`src/cti_pkg.sv`:
```
// Shared types, codes and saturation helper for the cubic trajectory interpolator.
package cti_pkg;

  localparam int DataW  = 32;
  localparam int AddrW  = 4;
  localparam int NumCoef = 8;

  // Register indexes (byte address = 4 * index)
  localparam logic [1:0] REG_TICK_PERIOD   = 2'd0;
  localparam logic [1:0] REG_HIT_TIME      = 2'd1;
  localparam logic [1:0] REG_RETURN_TIME   = 2'd2;
  localparam logic [1:0] REG_REST_POSITION = 2'd3;

  localparam logic [31:0] TICK_PERIOD_RST   = 32'd33554;
  localparam logic [31:0] HIT_TIME_RST      = 32'd8388608;
  localparam logic [31:0] RETURN_TIME_RST   = 32'd16777216;
  localparam logic [31:0] REST_POSITION_RST = 32'd0;

  // Output phase codes
  localparam logic [1:0] PHASE_HIT  = 2'd0;
  localparam logic [1:0] PHASE_RET  = 2'd1;
  localparam logic [1:0] PHASE_REST = 2'd2;

  // Multiply-accumulate step codes
  localparam logic [2:0] OP_POS_A = 3'd0;
  localparam logic [2:0] OP_POS_B = 3'd1;
  localparam logic [2:0] OP_POS_C = 3'd2;
  localparam logic [2:0] OP_VEL_A = 3'd3;
  localparam logic [2:0] OP_VEL_B = 3'd4;
  localparam logic [2:0] OP_ACC_A = 3'd5;
  localparam logic [2:0] OP_LAST  = OP_ACC_A;

  typedef struct packed {
    logic [31:0] tick_period;
    logic [31:0] hit_time;
    logic [31:0] return_time;
    logic [31:0] rest_position;
  } cfg_t;

  typedef struct packed {
    logic       load;  // store coefficients, clear time
    logic       sel;   // pick segment and local time
    logic       mul;   // register product
    logic       acc;   // scale, saturate, add
    logic       fin;   // write output register, advance time (clear it at rest)
    logic [2:0] op;
  } ctl_cmd_t;

  typedef struct packed {
    logic rest;        // current time is past both segments
  } dp_status_t;

  // Saturate a 40-bit signed value to 32 bits
  function automatic logic [31:0] sat32(input logic [39:0] v);
    logic [31:0] r;
    if ((v[39:31] == 9'h000) || (v[39:31] == 9'h1FF)) begin
      r = v[31:0];
    end else if (v[39]) begin
      r = 32'h8000_0000;
    end else begin
      r = 32'h7FFF_FFFF;
    end
    return r;
  endfunction

endpackage

```
`src/cti_ctrl.sv`:
```
// Sequencing state machine for the cubic trajectory interpolator.
module cti_ctrl (
  input  logic                   clk,
  input  logic                   rst_n,
  input  logic                   in_valid,
  input  logic                   in_action,
  output logic                   in_stall,
  output logic                   out_valid,
  input  logic                   out_stall,
  input  cti_pkg::dp_status_t    status,
  output cti_pkg::ctl_cmd_t      cmd
);

  localparam logic [2:0] S_IDLE = 3'd0;
  localparam logic [2:0] S_SEL  = 3'd1;
  localparam logic [2:0] S_MUL  = 3'd2;
  localparam logic [2:0] S_ACC  = 3'd3;
  localparam logic [2:0] S_DONE = 3'd4;

  logic [2:0] state_r, state_nxt;
  logic [2:0] op_r, op_nxt;
  logic       out_valid_r, out_valid_nxt;
  logic       in_acc;
  logic       out_free;

  assign in_stall  = (state_r != S_IDLE);
  assign in_acc    = in_valid && !in_stall;
  assign out_free  = !out_valid_r || !out_stall;
  assign out_valid = out_valid_r;

  always_comb begin
    state_nxt = state_r;
    op_nxt    = op_r;
    cmd       = '0;
    cmd.op    = op_r;
    case (state_r)
      S_IDLE: begin
        if (in_acc) begin
          if (in_action) begin
            state_nxt = S_SEL;
          end else begin
            cmd.load = 1'b1;
          end
        end
      end
      S_SEL: begin
        cmd.sel = 1'b1;
        op_nxt  = cti_pkg::OP_POS_A;
        state_nxt = status.rest ? S_DONE : S_MUL;
      end
      S_MUL: begin
        cmd.mul   = 1'b1;
        state_nxt = S_ACC;
      end
      S_ACC: begin
        cmd.acc = 1'b1;
        if (op_r == cti_pkg::OP_LAST) begin
          state_nxt = S_DONE;
        end else begin
          op_nxt    = op_r + 3'd1;
          state_nxt = S_MUL;
        end
      end
      S_DONE: begin
        // hold the result until the output register frees up
        if (out_free) begin
          cmd.fin   = 1'b1;
          state_nxt = S_IDLE;
        end
      end
      default: begin
        state_nxt = S_IDLE;
      end
    endcase
  end

  assign out_valid_nxt = cmd.fin ? 1'b1 : (out_valid_r && out_stall);

  always_ff @(posedge clk) begin
    if (!rst_n) begin
      state_r     <= S_IDLE;
      op_r        <= cti_pkg::OP_POS_A;
      out_valid_r <= 1'b0;
    end else begin
      state_r     <= state_nxt;
      op_r        <= op_nxt;
      out_valid_r <= out_valid_nxt;
    end
  end

  a_tick_starts_eval: assert property (@(posedge clk) disable iff (!rst_n)
    (in_acc && in_action) |=> (state_r == S_SEL))
    else $error("accepted tick did not start evaluation");

  a_out_from_done: assert property (@(posedge clk) disable iff (!rst_n)
    $rose(out_valid_r) |-> ($past(state_r) == S_DONE))
    else $error("result appeared without finishing evaluation");

  a_op_in_range: assert property (@(posedge clk) disable iff (!rst_n)
    (state_r == S_MUL || state_r == S_ACC) |-> (op_r <= cti_pkg::OP_LAST))
    else $error("step counter out of range");

  a_fin_slot_free: assert property (@(posedge clk) disable iff (!rst_n)
    cmd.fin |-> out_free)
    else $error("result written over an untaken one");

endmodule

```
`src/cti_datapath.sv`:
```
// Coefficient store, time keeping and shared multiply-accumulate unit.
module cti_datapath (
  input  logic                   clk,
  input  logic                   rst_n,
  input  cti_pkg::cfg_t          cfg,
  input  cti_pkg::ctl_cmd_t      cmd,
  output cti_pkg::dp_status_t    status,
  input  logic [31:0]            in_hit_cubic,
  input  logic [31:0]            in_hit_square,
  input  logic [31:0]            in_hit_linear,
  input  logic [31:0]            in_hit_offset,
  input  logic [31:0]            in_ret_cubic,
  input  logic [31:0]            in_ret_square,
  input  logic [31:0]            in_ret_linear,
  input  logic [31:0]            in_ret_offset,
  output logic [31:0]            out_position,
  output logic [31:0]            out_velocity,
  output logic [31:0]            out_acceleration,
  output logic                   out_in_motion,
  output logic [1:0]             out_phase
);

  logic [31:0] coef_r [cti_pkg::NumCoef];
  logic [31:0] elapsed_r;
  logic [31:0] u_r;
  logic [1:0]  phase_r;
  logic [63:0] prod_r;
  logic [31:0] h_r, pos_r, vel_r, acc_r;
  logic [31:0] o_pos_r, o_vel_r, o_acc_r;
  logic        o_motion_r;
  logic [1:0]  o_phase_r;

  logic        in_hit, in_ret;
  logic [32:0] seg_end;
  logic [32:0] time_sum;
  logic [31:0] c3, c2, c1, c0;
  logic [31:0] c3x3, c3x6, c2x2;
  logic [31:0] mul_a, add_b;
  logic [31:0] scaled;
  logic [31:0] acc_val;

  assign seg_end = {1'b0, cfg.hit_time} + {1'b0, cfg.return_time};
  assign in_hit  = (elapsed_r <= cfg.hit_time);
  assign in_ret  = ({1'b0, elapsed_r} <= seg_end);
  assign status.rest = !in_hit && !in_ret;

  assign time_sum = {1'b0, elapsed_r} + {1'b0, cfg.tick_period};

  // Segment coefficients: hit at 0..3, return at 4..7
  assign c3 = (phase_r == cti_pkg::PHASE_RET) ? coef_r[4] : coef_r[0];
  assign c2 = (phase_r == cti_pkg::PHASE_RET) ? coef_r[5] : coef_r[1];
  assign c1 = (phase_r == cti_pkg::PHASE_RET) ? coef_r[6] : coef_r[2];
  assign c0 = (phase_r == cti_pkg::PHASE_RET) ? coef_r[7] : coef_r[3];

  assign c3x3 = cti_pkg::sat32(40'($signed(c3)) * 40'sd3);
  assign c3x6 = cti_pkg::sat32(40'($signed(c3)) * 40'sd6);
  assign c2x2 = cti_pkg::sat32(40'($signed(c2)) * 40'sd2);

  always_comb begin
    case (cmd.op)
      cti_pkg::OP_POS_A: begin mul_a = c3;   add_b = c2;   end
      cti_pkg::OP_POS_B: begin mul_a = h_r;  add_b = c1;   end
      cti_pkg::OP_POS_C: begin mul_a = h_r;  add_b = c0;   end
      cti_pkg::OP_VEL_A: begin mul_a = c3x3; add_b = c2x2; end
      cti_pkg::OP_VEL_B: begin mul_a = h_r;  add_b = c1;   end
      cti_pkg::OP_ACC_A: begin mul_a = c3x6; add_b = c2x2; end
      default:           begin mul_a = '0;   add_b = '0;   end
    endcase
  end

  // Arithmetic shift of the product rounds toward minus infinity
  assign scaled  = cti_pkg::sat32(prod_r[63:24]);
  assign acc_val = cti_pkg::sat32(40'($signed(scaled)) + 40'($signed(add_b)));

  always_ff @(posedge clk) begin
    if (!rst_n) begin
      for (int i = 0; i < cti_pkg::NumCoef; i++) begin
        coef_r[i] <= '0;
      end
      elapsed_r <= '0;
      phase_r   <= cti_pkg::PHASE_HIT;
    end else begin
      if (cmd.load) begin
        coef_r[0] <= in_hit_cubic;
        coef_r[1] <= in_hit_square;
        coef_r[2] <= in_hit_linear;
        coef_r[3] <= in_hit_offset;
        coef_r[4] <= in_ret_cubic;
        coef_r[5] <= in_ret_square;
        coef_r[6] <= in_ret_linear;
        coef_r[7] <= in_ret_offset;
        elapsed_r <= '0;
      end
      if (cmd.sel) begin
        phase_r <= in_hit ? cti_pkg::PHASE_HIT :
                   (in_ret ? cti_pkg::PHASE_RET : cti_pkg::PHASE_REST);
      end
      if (cmd.fin) begin
        if (phase_r == cti_pkg::PHASE_REST) begin
          elapsed_r <= '0;
        end else begin
          elapsed_r <= time_sum[32] ? 32'hFFFF_FFFF : time_sum[31:0];
        end
      end
    end
  end

  always_ff @(posedge clk) begin
    if (cmd.sel) begin
      u_r <= in_hit ? elapsed_r : (elapsed_r - cfg.hit_time);
    end
    if (cmd.mul) begin
      prod_r <= $signed({{32{mul_a[31]}}, mul_a}) * $signed({32'b0, u_r});
    end
    if (cmd.acc) begin
      case (cmd.op)
        cti_pkg::OP_POS_C: pos_r <= acc_val;
        cti_pkg::OP_VEL_B: vel_r <= acc_val;
        cti_pkg::OP_ACC_A: acc_r <= acc_val;
        default:           h_r   <= acc_val;
      endcase
    end
    if (cmd.fin) begin
      if (phase_r == cti_pkg::PHASE_REST) begin
        o_pos_r    <= cfg.rest_position;
        o_vel_r    <= '0;
        o_acc_r    <= '0;
        o_motion_r <= 1'b0;
      end else begin
        o_pos_r    <= pos_r;
        o_vel_r    <= vel_r;
        o_acc_r    <= acc_r;
        o_motion_r <= 1'b1;
      end
      o_phase_r <= phase_r;
    end
  end

  assign out_position     = o_pos_r;
  assign out_velocity     = o_vel_r;
  assign out_acceleration = o_acc_r;
  assign out_in_motion    = o_motion_r;
  assign out_phase        = o_phase_r;

endmodule

```
`src/cubic_trajectory_interpolator_top.sv`:
```
// A tick transfer steps through SEL, six multiply-accumulate steps (each a MUL then ACC state
// through the one shared 32x32 multiplier) and DONE, which writes the output register; past
// both segments SEL goes straight to DONE. No new item is taken until IDLE; a load gives no result.
// A finished result waits in the output register while the next item is taken.
// Reset (synchronous, rst_n low): controller idle, output empty, coefficients and time
// cleared, configuration registers at their defaults.
module cubic_trajectory_interpolator_top (
  input  logic                      clk,
  input  logic                      rst_n,
  input  logic                      in_valid,
  output logic                      in_stall,
  input  logic                      in_action,
  input  logic [31:0]               in_hit_cubic,
  input  logic [31:0]               in_hit_square,
  input  logic [31:0]               in_hit_linear,
  input  logic [31:0]               in_hit_offset,
  input  logic [31:0]               in_ret_cubic,
  input  logic [31:0]               in_ret_square,
  input  logic [31:0]               in_ret_linear,
  input  logic [31:0]               in_ret_offset,
  output logic                      out_valid,
  input  logic                      out_stall,
  output logic [31:0]               out_position,
  output logic [31:0]               out_velocity,
  output logic [31:0]               out_acceleration,
  output logic                      out_in_motion,
  output logic [1:0]                out_phase,
  input  logic                      psel,
  input  logic                      penable,
  input  logic                      pwrite,
  input  logic [cti_pkg::AddrW-1:0] paddr,
  input  logic [cti_pkg::DataW-1:0] pwdata,
  output logic [cti_pkg::DataW-1:0] prdata,
  output logic                      pready
);

  cti_pkg::cfg_t       cfg_r;
  cti_pkg::ctl_cmd_t   cmd;
  cti_pkg::dp_status_t status;
  logic                cfg_wr;
  logic [1:0]          reg_idx;

  assign pready  = 1'b1;
  assign cfg_wr  = psel && penable && pwrite && pready;
  assign reg_idx = paddr[3:2];

  always_ff @(posedge clk) begin
    if (!rst_n) begin
      cfg_r.tick_period   <= cti_pkg::TICK_PERIOD_RST;
      cfg_r.hit_time      <= cti_pkg::HIT_TIME_RST;
      cfg_r.return_time   <= cti_pkg::RETURN_TIME_RST;
      cfg_r.rest_position <= cti_pkg::REST_POSITION_RST;
    end else if (cfg_wr) begin
      case (reg_idx)
        cti_pkg::REG_TICK_PERIOD:   cfg_r.tick_period   <= pwdata;
        cti_pkg::REG_HIT_TIME:      cfg_r.hit_time      <= pwdata;
        cti_pkg::REG_RETURN_TIME:   cfg_r.return_time   <= pwdata;
        cti_pkg::REG_REST_POSITION: cfg_r.rest_position <= pwdata;
        default: ;
      endcase
    end
  end

  always_comb begin
    case (reg_idx)
      cti_pkg::REG_TICK_PERIOD:   prdata = cfg_r.tick_period;
      cti_pkg::REG_HIT_TIME:      prdata = cfg_r.hit_time;
      cti_pkg::REG_RETURN_TIME:   prdata = cfg_r.return_time;
      cti_pkg::REG_REST_POSITION: prdata = cfg_r.rest_position;
      default:                    prdata = '0;
    endcase
  end

  cti_ctrl u_ctrl (
    .clk       (clk),
    .rst_n     (rst_n),
    .in_valid  (in_valid),
    .in_action (in_action),
    .in_stall  (in_stall),
    .out_valid (out_valid),
    .out_stall (out_stall),
    .status    (status),
    .cmd       (cmd)
  );

  cti_datapath u_dp (
    .clk              (clk),
    .rst_n            (rst_n),
    .cfg              (cfg_r),
    .cmd              (cmd),
    .status           (status),
    .in_hit_cubic     (in_hit_cubic),
    .in_hit_square    (in_hit_square),
    .in_hit_linear    (in_hit_linear),
    .in_hit_offset    (in_hit_offset),
    .in_ret_cubic     (in_ret_cubic),
    .in_ret_square    (in_ret_square),
    .in_ret_linear    (in_ret_linear),
    .in_ret_offset    (in_ret_offset),
    .out_position     (out_position),
    .out_velocity     (out_velocity),
    .out_acceleration (out_acceleration),
    .out_in_motion    (out_in_motion),
    .out_phase        (out_phase)
  );

endmodule
```
`config.mk`:
```
export PLATFORM = sky130hd
export DESIGN_NAME = cubic_trajectory_interpolator_top
export DESIGN_NICKNAME = d
export VERILOG_FILES = /design/src/cti_pkg.sv /design/src/cti_ctrl.sv /design/src/cti_datapath.sv /design/src/cubic_trajectory_interpolator_top.sv
export SDC_FILE = /design/constraint.sdc
export NUM_CORES = 2
export LEC_CHECK = 0
export ABC_AREA = 1
export BUFFER_PORTS_ARGS = -buffer_cell sky130_fd_sc_hd__buf_2
export CAP_MARGIN = 30
export CORE_UTILIZATION = 55
export CTS_BUF_LIST = sky130_fd_sc_hd__clkbuf_8 sky130_fd_sc_hd__clkbuf_16
export DETAILED_ROUTE_END_ITERATION = 8
export MAX_ROUTING_LAYER = met4
export PLACE_DENSITY = 0.83
export SKIP_CTS_REPAIR_TIMING = 1
export SYNTH_ARGS = -nofsm -noshare
export SYNTH_HDL_FRONTEND = slang
export SYNTH_SLANG_ARGS = --single-unit
```
`constraint.sdc`:
```
create_clock -name clk -period 11.6 [get_ports clk]
set_input_delay 0 -clock clk [delete_from_list [all_inputs] [get_ports clk]]
set_output_delay 0 -clock clk [all_outputs]
set_load 0.1 [all_outputs]
```
==> results of run 1 <==
## through the flow
stage / area, um2 / utilization [%] / std cells / worst slack, ns
CTS: 80490 / 61.22 / 10920 / 0.05453
detailed placement: 77960 / 59.30 / 10780 / 0.1457
global placement: 77760 / 59.15 / 10770 / 0.2091
floorplan: 72960 / - / 8723 / 1.463
## routing by layer
metal / overflow / track usage [%]
met5: - / -
met4: 5 / 27.92
met3: 0 / 15.76
met2: 4 / 64.24
met1: 0 / 52.55
## logic make-up after synthesis
kind of cell | after synthesis
and+or+nand+nor | 3192
xor gates and xnor gates | 184
other | 1
adders and majority gates | 1400
AOI/OAI and AO/OA | 1082
muxes | 24
buffers and inverters | 2116
DFF | 724
==> run summary, run 1 <==
* aborted with a tool error — outcome
* 5_1_grt — stage at which the flow ended
* [ERROR GRT-0232] Routing congestion too high. Check the congestion heatmap in the GUI. — run-stopping error
* 434 — Top Ports
* 3 — number of levels in the clock H-tree
* sky130_fd_sc_hd__inv_1, sky130_fd_sc_hd__nand2_1, sky130_fd_sc_hd__nor2_1 — cell types with the highest counts after synthesis
* sky130_fd_sc_hd__clkbuf_16 — library cell used as clock root buffer
* 24.72% — area share of the largest cell type after synthesis
* 8.537% — post-synthesis compound-gate area fraction
* sky130_fd_sc_hd__inv_1 — library cell with the highest instance count after synthesis
* 74 — number of buffers added by the clock tree synthesis step
* u_dp.prod_r[55]$_DFFE_PP_/D — Worst Endpoint after GRT Repair
* 1.040 — gp weighted congestion
* 10420 — net count after synthesis
* sky130_fd_sc_hd__edfxtp_1 — primary flip-flop cell chosen by synthesis mapping
* 17.11% — simple-gate area share of the yosys netlist
* 8.364 um2 — post-synthesis average cell area
* 2.219% — XOR/XNOR Fraction of Synth Area
* 196.6 mm — estimated wirelength of the detail-placed design
* 33.28% — synthesized-area fraction occupied by adder cells
* adder cells — dominant combinational cell family by area after synthesis
* 55.50% — Initial Util
* 133 — placement row count
* 555 — number of enable-type register cells in the synthesized netlist
* sequential cell input — pin type at the end of the worst path
* 72960 um2 — post-synthesis cell area
* 366.2 um — die boundary width
* 0 — total number of yosys warnings
* 9 — Remaining Overflow, GRT
* 724 — number of clock sinks
* 430 — number of input and output port buffers inserted
* 366.2 um — die outline height
* 8723 — cell count after synthesis
* 3 — maximum buffer depth of the clock tree
* 0% — ys async rst share
* 27.48% — sequential cell area fraction in the yosys report
* 44.36% — GRT Total Usage
* sky130_fd_sc_hd__fa_1, sky130_fd_sc_hd__edfxtp_1, sky130_fd_sc_hd__inv_1, sky130_fd_sc_hd__ha_1, sky130_fd_sc_hd__nand2_1 — top post-synthesis cells by area
* 131 — maximum number of pins on one net before global-route repair
* 62 — Cell variety after synth
* 724 — number of synthesized register bits
* sky130_fd_sc_hd__fa_1 — post-synthesis cell type with the largest combined area
* 0.3293% — mux contribution to synthesized area
==> run 2: changes to the inputs <==
CORE_UTILIZATION = 40   (was 55)
CTS_BUF_LIST = not set   (was sky130_fd_sc_hd__clkbuf_8 sky130_fd_sc_hd__clkbuf_16)
MAX_ROUTING_LAYER = not set   (was met4)
PLACE_DENSITY = not set   (was 0.83)
PLACE_DENSITY_LB_ADDON = 0.15   (was not set)
==> run 2 against run 1 <==
The run now ends clean; synthesized area stayed put; synthesized cell count stayed put.
==> run summary, run 2 <==
* 4873 — Iteration-0 DRC Markers
* 0 ns — total negative slack
* 15.99% — area delta synth->final
* 24.72% — area share of the largest cell type after synthesis
* done — CTS tree
* 40.32% — Initial Util
* 11840 — Final Non-Filler Cells
* 10.99 ns — time the final worst path needs with I/O delays and setup
* 204.4 mm — estimated wirelength of the detail-placed design
* 27.48% — sequential cell area fraction in the yosys report
* sky130_fd_sc_hd__fa_1, sky130_fd_sc_hd__edfxtp_1, sky130_fd_sc_hd__inv_1, sky130_fd_sc_hd__ha_1, sky130_fd_sc_hd__nand2_1 — top post-synthesis cells by area
* u_dp.coef_r — register ranked first by flip-flop count
* sky130_fd_sc_hd__clkbuf_16 — library cell used as clock root buffer
* 429.1 um — die boundary width
* 4 — cell count of the worst hold path
* 1.019 ns — actual transition at the worst max-transition pin
* 0 — Detail Route Antenna Nets
* 5.208 — vias per std cell
* 61640 — number of global-route vias before repair
* 46.77% — share of the core filled with cells in the final layout
* adder cells — Top delay family on crit path
* u_dp.phase_r[0]$_SDFFE_PN0P_ — beginning of the worst register-to-register path
* 22.04 um — mean routed wirelength per cell
* primary input to register — type of the worst min-delay path
* 0.61 ns — register-to-register path setup slack
* 62 — Cell variety after synth
* 94.75% — final period utilization
* sky130_fd_sc_hd__edfxtp_1 — primary flip-flop cell chosen by synthesis mapping
* 429.1 um — die outline height
* 0.58 ns — slowest cell delay on critical path
* sky130_fd_sc_hd__fa_1 — post-synthesis cell type with the largest combined area
* 78 — number of buffers added by the clock tree synthesis step
* 90.98 MHz — highest achievable clock rate
* 61680 — vias
* 3 — number of levels in the clock H-tree
* 27.83% — GRT Total Usage
* 8723 — cell count after synthesis
* 0.70 ns — clk_lat worst skew
* 0 — drc violations
* u_dp.prod_r[60]$_DFFE_PP_ — critical register-to-register path endpoint
* 49 — FF-to-FF path depth
* 11.54 ns — critical path arrival
* 0 — count of final max-slew check failures
* 0 — setup violators final
* finished clean — outcome
* 0.9899 — gp weighted congestion
* sky130_fd_sc_hd__inv_1, sky130_fd_sc_hd__nand2_1, sky130_fd_sc_hd__nor2_1 — cell types with the highest counts after synthesis
* 555 — number of enable-type register cells in the synthesized netlist
* sky130_fd_sc_hd__inv_1, sky130_fd_sc_hd__nand2_1, sky130_fd_sc_hd__nor2_1 — commonest cells after routing, fill and taps aside
* 11400 — Cells after DPL
* 724 — number of clock sinks
* 256 — flip-flop count of the largest register, all copies and words added
* u_dp.coef_r[0][44]$_SDFFCE_PN0P_ — terminating pin of the worst hold path
* 0 — max-cap viol count
* 11110 — net count of the finished layout
* register to register — critical path class
* register — type of destination of the critical path
* 9.631% — fraction of final layout cells with drive strength greater than 1
* 0.07 ns — CTS clock-pin slew for the worst setup and hold paths
* 8.364 um2 — post-synthesis average cell area
* 180900 um2 — placeable core region
* 261.0 mm — total length of routed wires
* 430 — number of input and output port buffers inserted
* u_dp.phase_r[0]$_SDFFE_PN0P_ — worst setup path startpoint
* 384.3 mm — first-pass GRT wire length
* 3 — maximum buffer depth of the clock tree
* 184100 um2 — area of the die
* sky130_fd_sc_hd__fa_1 — critical-path cell with the highest stage delay
* 10 — initial antenna violation count
* 434 — Top Ports
* 0 — Remaining Overflow, GRT
* sky130_fd_sc_hd__inv_1 — library cell with the highest instance count after synthesis
* sky130_fd_sc_hd__inv_1 — most common cell after layout, fill and taps aside
* 6 — first-pass iteration count of the detailed router
* 106 — maximum number of pins on one net before global-route repair
* false — RSZ-0062 raised after global routing
* 10420 — net count after synthesis
* 31.45% — relative max-transition margin
* in_action — launch instance of the worst min-delay path
* 0 — total number of yosys warnings
* 16 — maximum fanout along the worst path
* 0 — Hold Vio Cnt, Final
* 0% — ys async rst share
* 156 — placement row count
* 12.15 ns — data required time at the worst endpoint
* 12 — CP bufs+invs
* 724 — number of synthesized register bits
* 72960 um2 — post-synthesis cell area
* 0.04109 ns — worst clock skew
* u_dp.coef_r x256, cfg_r x128, u_dp.prod_r x40 — biggest regs
* register — sort of element at the start of the critical path
## run 2: worst max path at each step
stage,to,depth (start not counted)
after floorplan,u_dp.prod_r[61]$_DFFE_PP_,56
after global routing,u_dp.prod_r[60]$_DFFE_PP_,51
after detailed placement,u_dp.prod_r[58]$_DFFE_PP_,53
after global placement,u_dp.prod_r[58]$_DFFE_PP_,53
final,u_dp.prod_r[60]$_DFFE_PP_,49
after CTS,u_dp.prod_r[42]$_DFFE_PP_,50
## run 2: final cells by class
cell class	count	area, um2
Clock inverter	43	594.3
Tap cell	2370	2965
Fill cell	17550	96310
Clock buffer	96	2123
Multi-Input combinational cell	5883	45010
Sequential cell	724	20050
Timing Repair Buffer	958	7236
Antenna cell	4	10.01
Inverter	1765	6643
## run 2: routing by layer
| layer | share of wire (%) | global-route usage (%) | wire (um) | vias up |
|---|---|---|---|---|
| met3 | 7.3 | 4.616 | 19140 | 501 |
| li1 | - | - | - | 28340 |
| met5 | 0.0092 | 0 | 24 | - |
| met4 | 4.9 | 11.38 | 12730 | 4 |
| met1 | 42 | 37.08 | 109000 | 30480 |
| met2 | 46 | 44.93 | 120200 | 2350 |
## run 2: logic make-up after synthesis
family / count (synthesis) / synth area share [%]
muxes: 24 / 0.3293
xor gates and xnor gates: 184 / 2.219
DFF: 724 / 27.48
other: 1 / 0.005140
adders and majority gates: 1400 / 33.28
and+or+nand+nor: 3192 / 17.11
AOI/OAI and AO/OA: 1082 / 8.537
buffers and inverters: 2116 / 11.04
## run 2: worst reg2reg max path: cells and delay by family (launching register included)
kind            cells  cell delay [ns]
xor+xnor            1             0.17
buf+inv            12             1.96
fa+ha+maj          12             5.29
compound gates      8             1.49
flops               1             0.33
simple gates       16             1.66
## run 2: through the flow
| step | hold slack (ns) | instance area, um2 | setup slack, ns |
|---|---|---|---|
| finish | 0.05538 | 84630 | 0.6086 |
| global route | 0.09345 | 84620 | 0.006780 |
| CTS | -0.5013 | 81530 | 0.2154 |
| detailed placement | 0.2443 | 78810 | 0.2456 |
| global placement | 0.2417 | 78660 | 0.2123 |
| floorplan | 0.1132 | 72960 | 1.463 |
Power of run 2 is left out: the tool's default activity adds up to more than one toggle a clock period on the data nets, which glitch-free logic cannot reach.
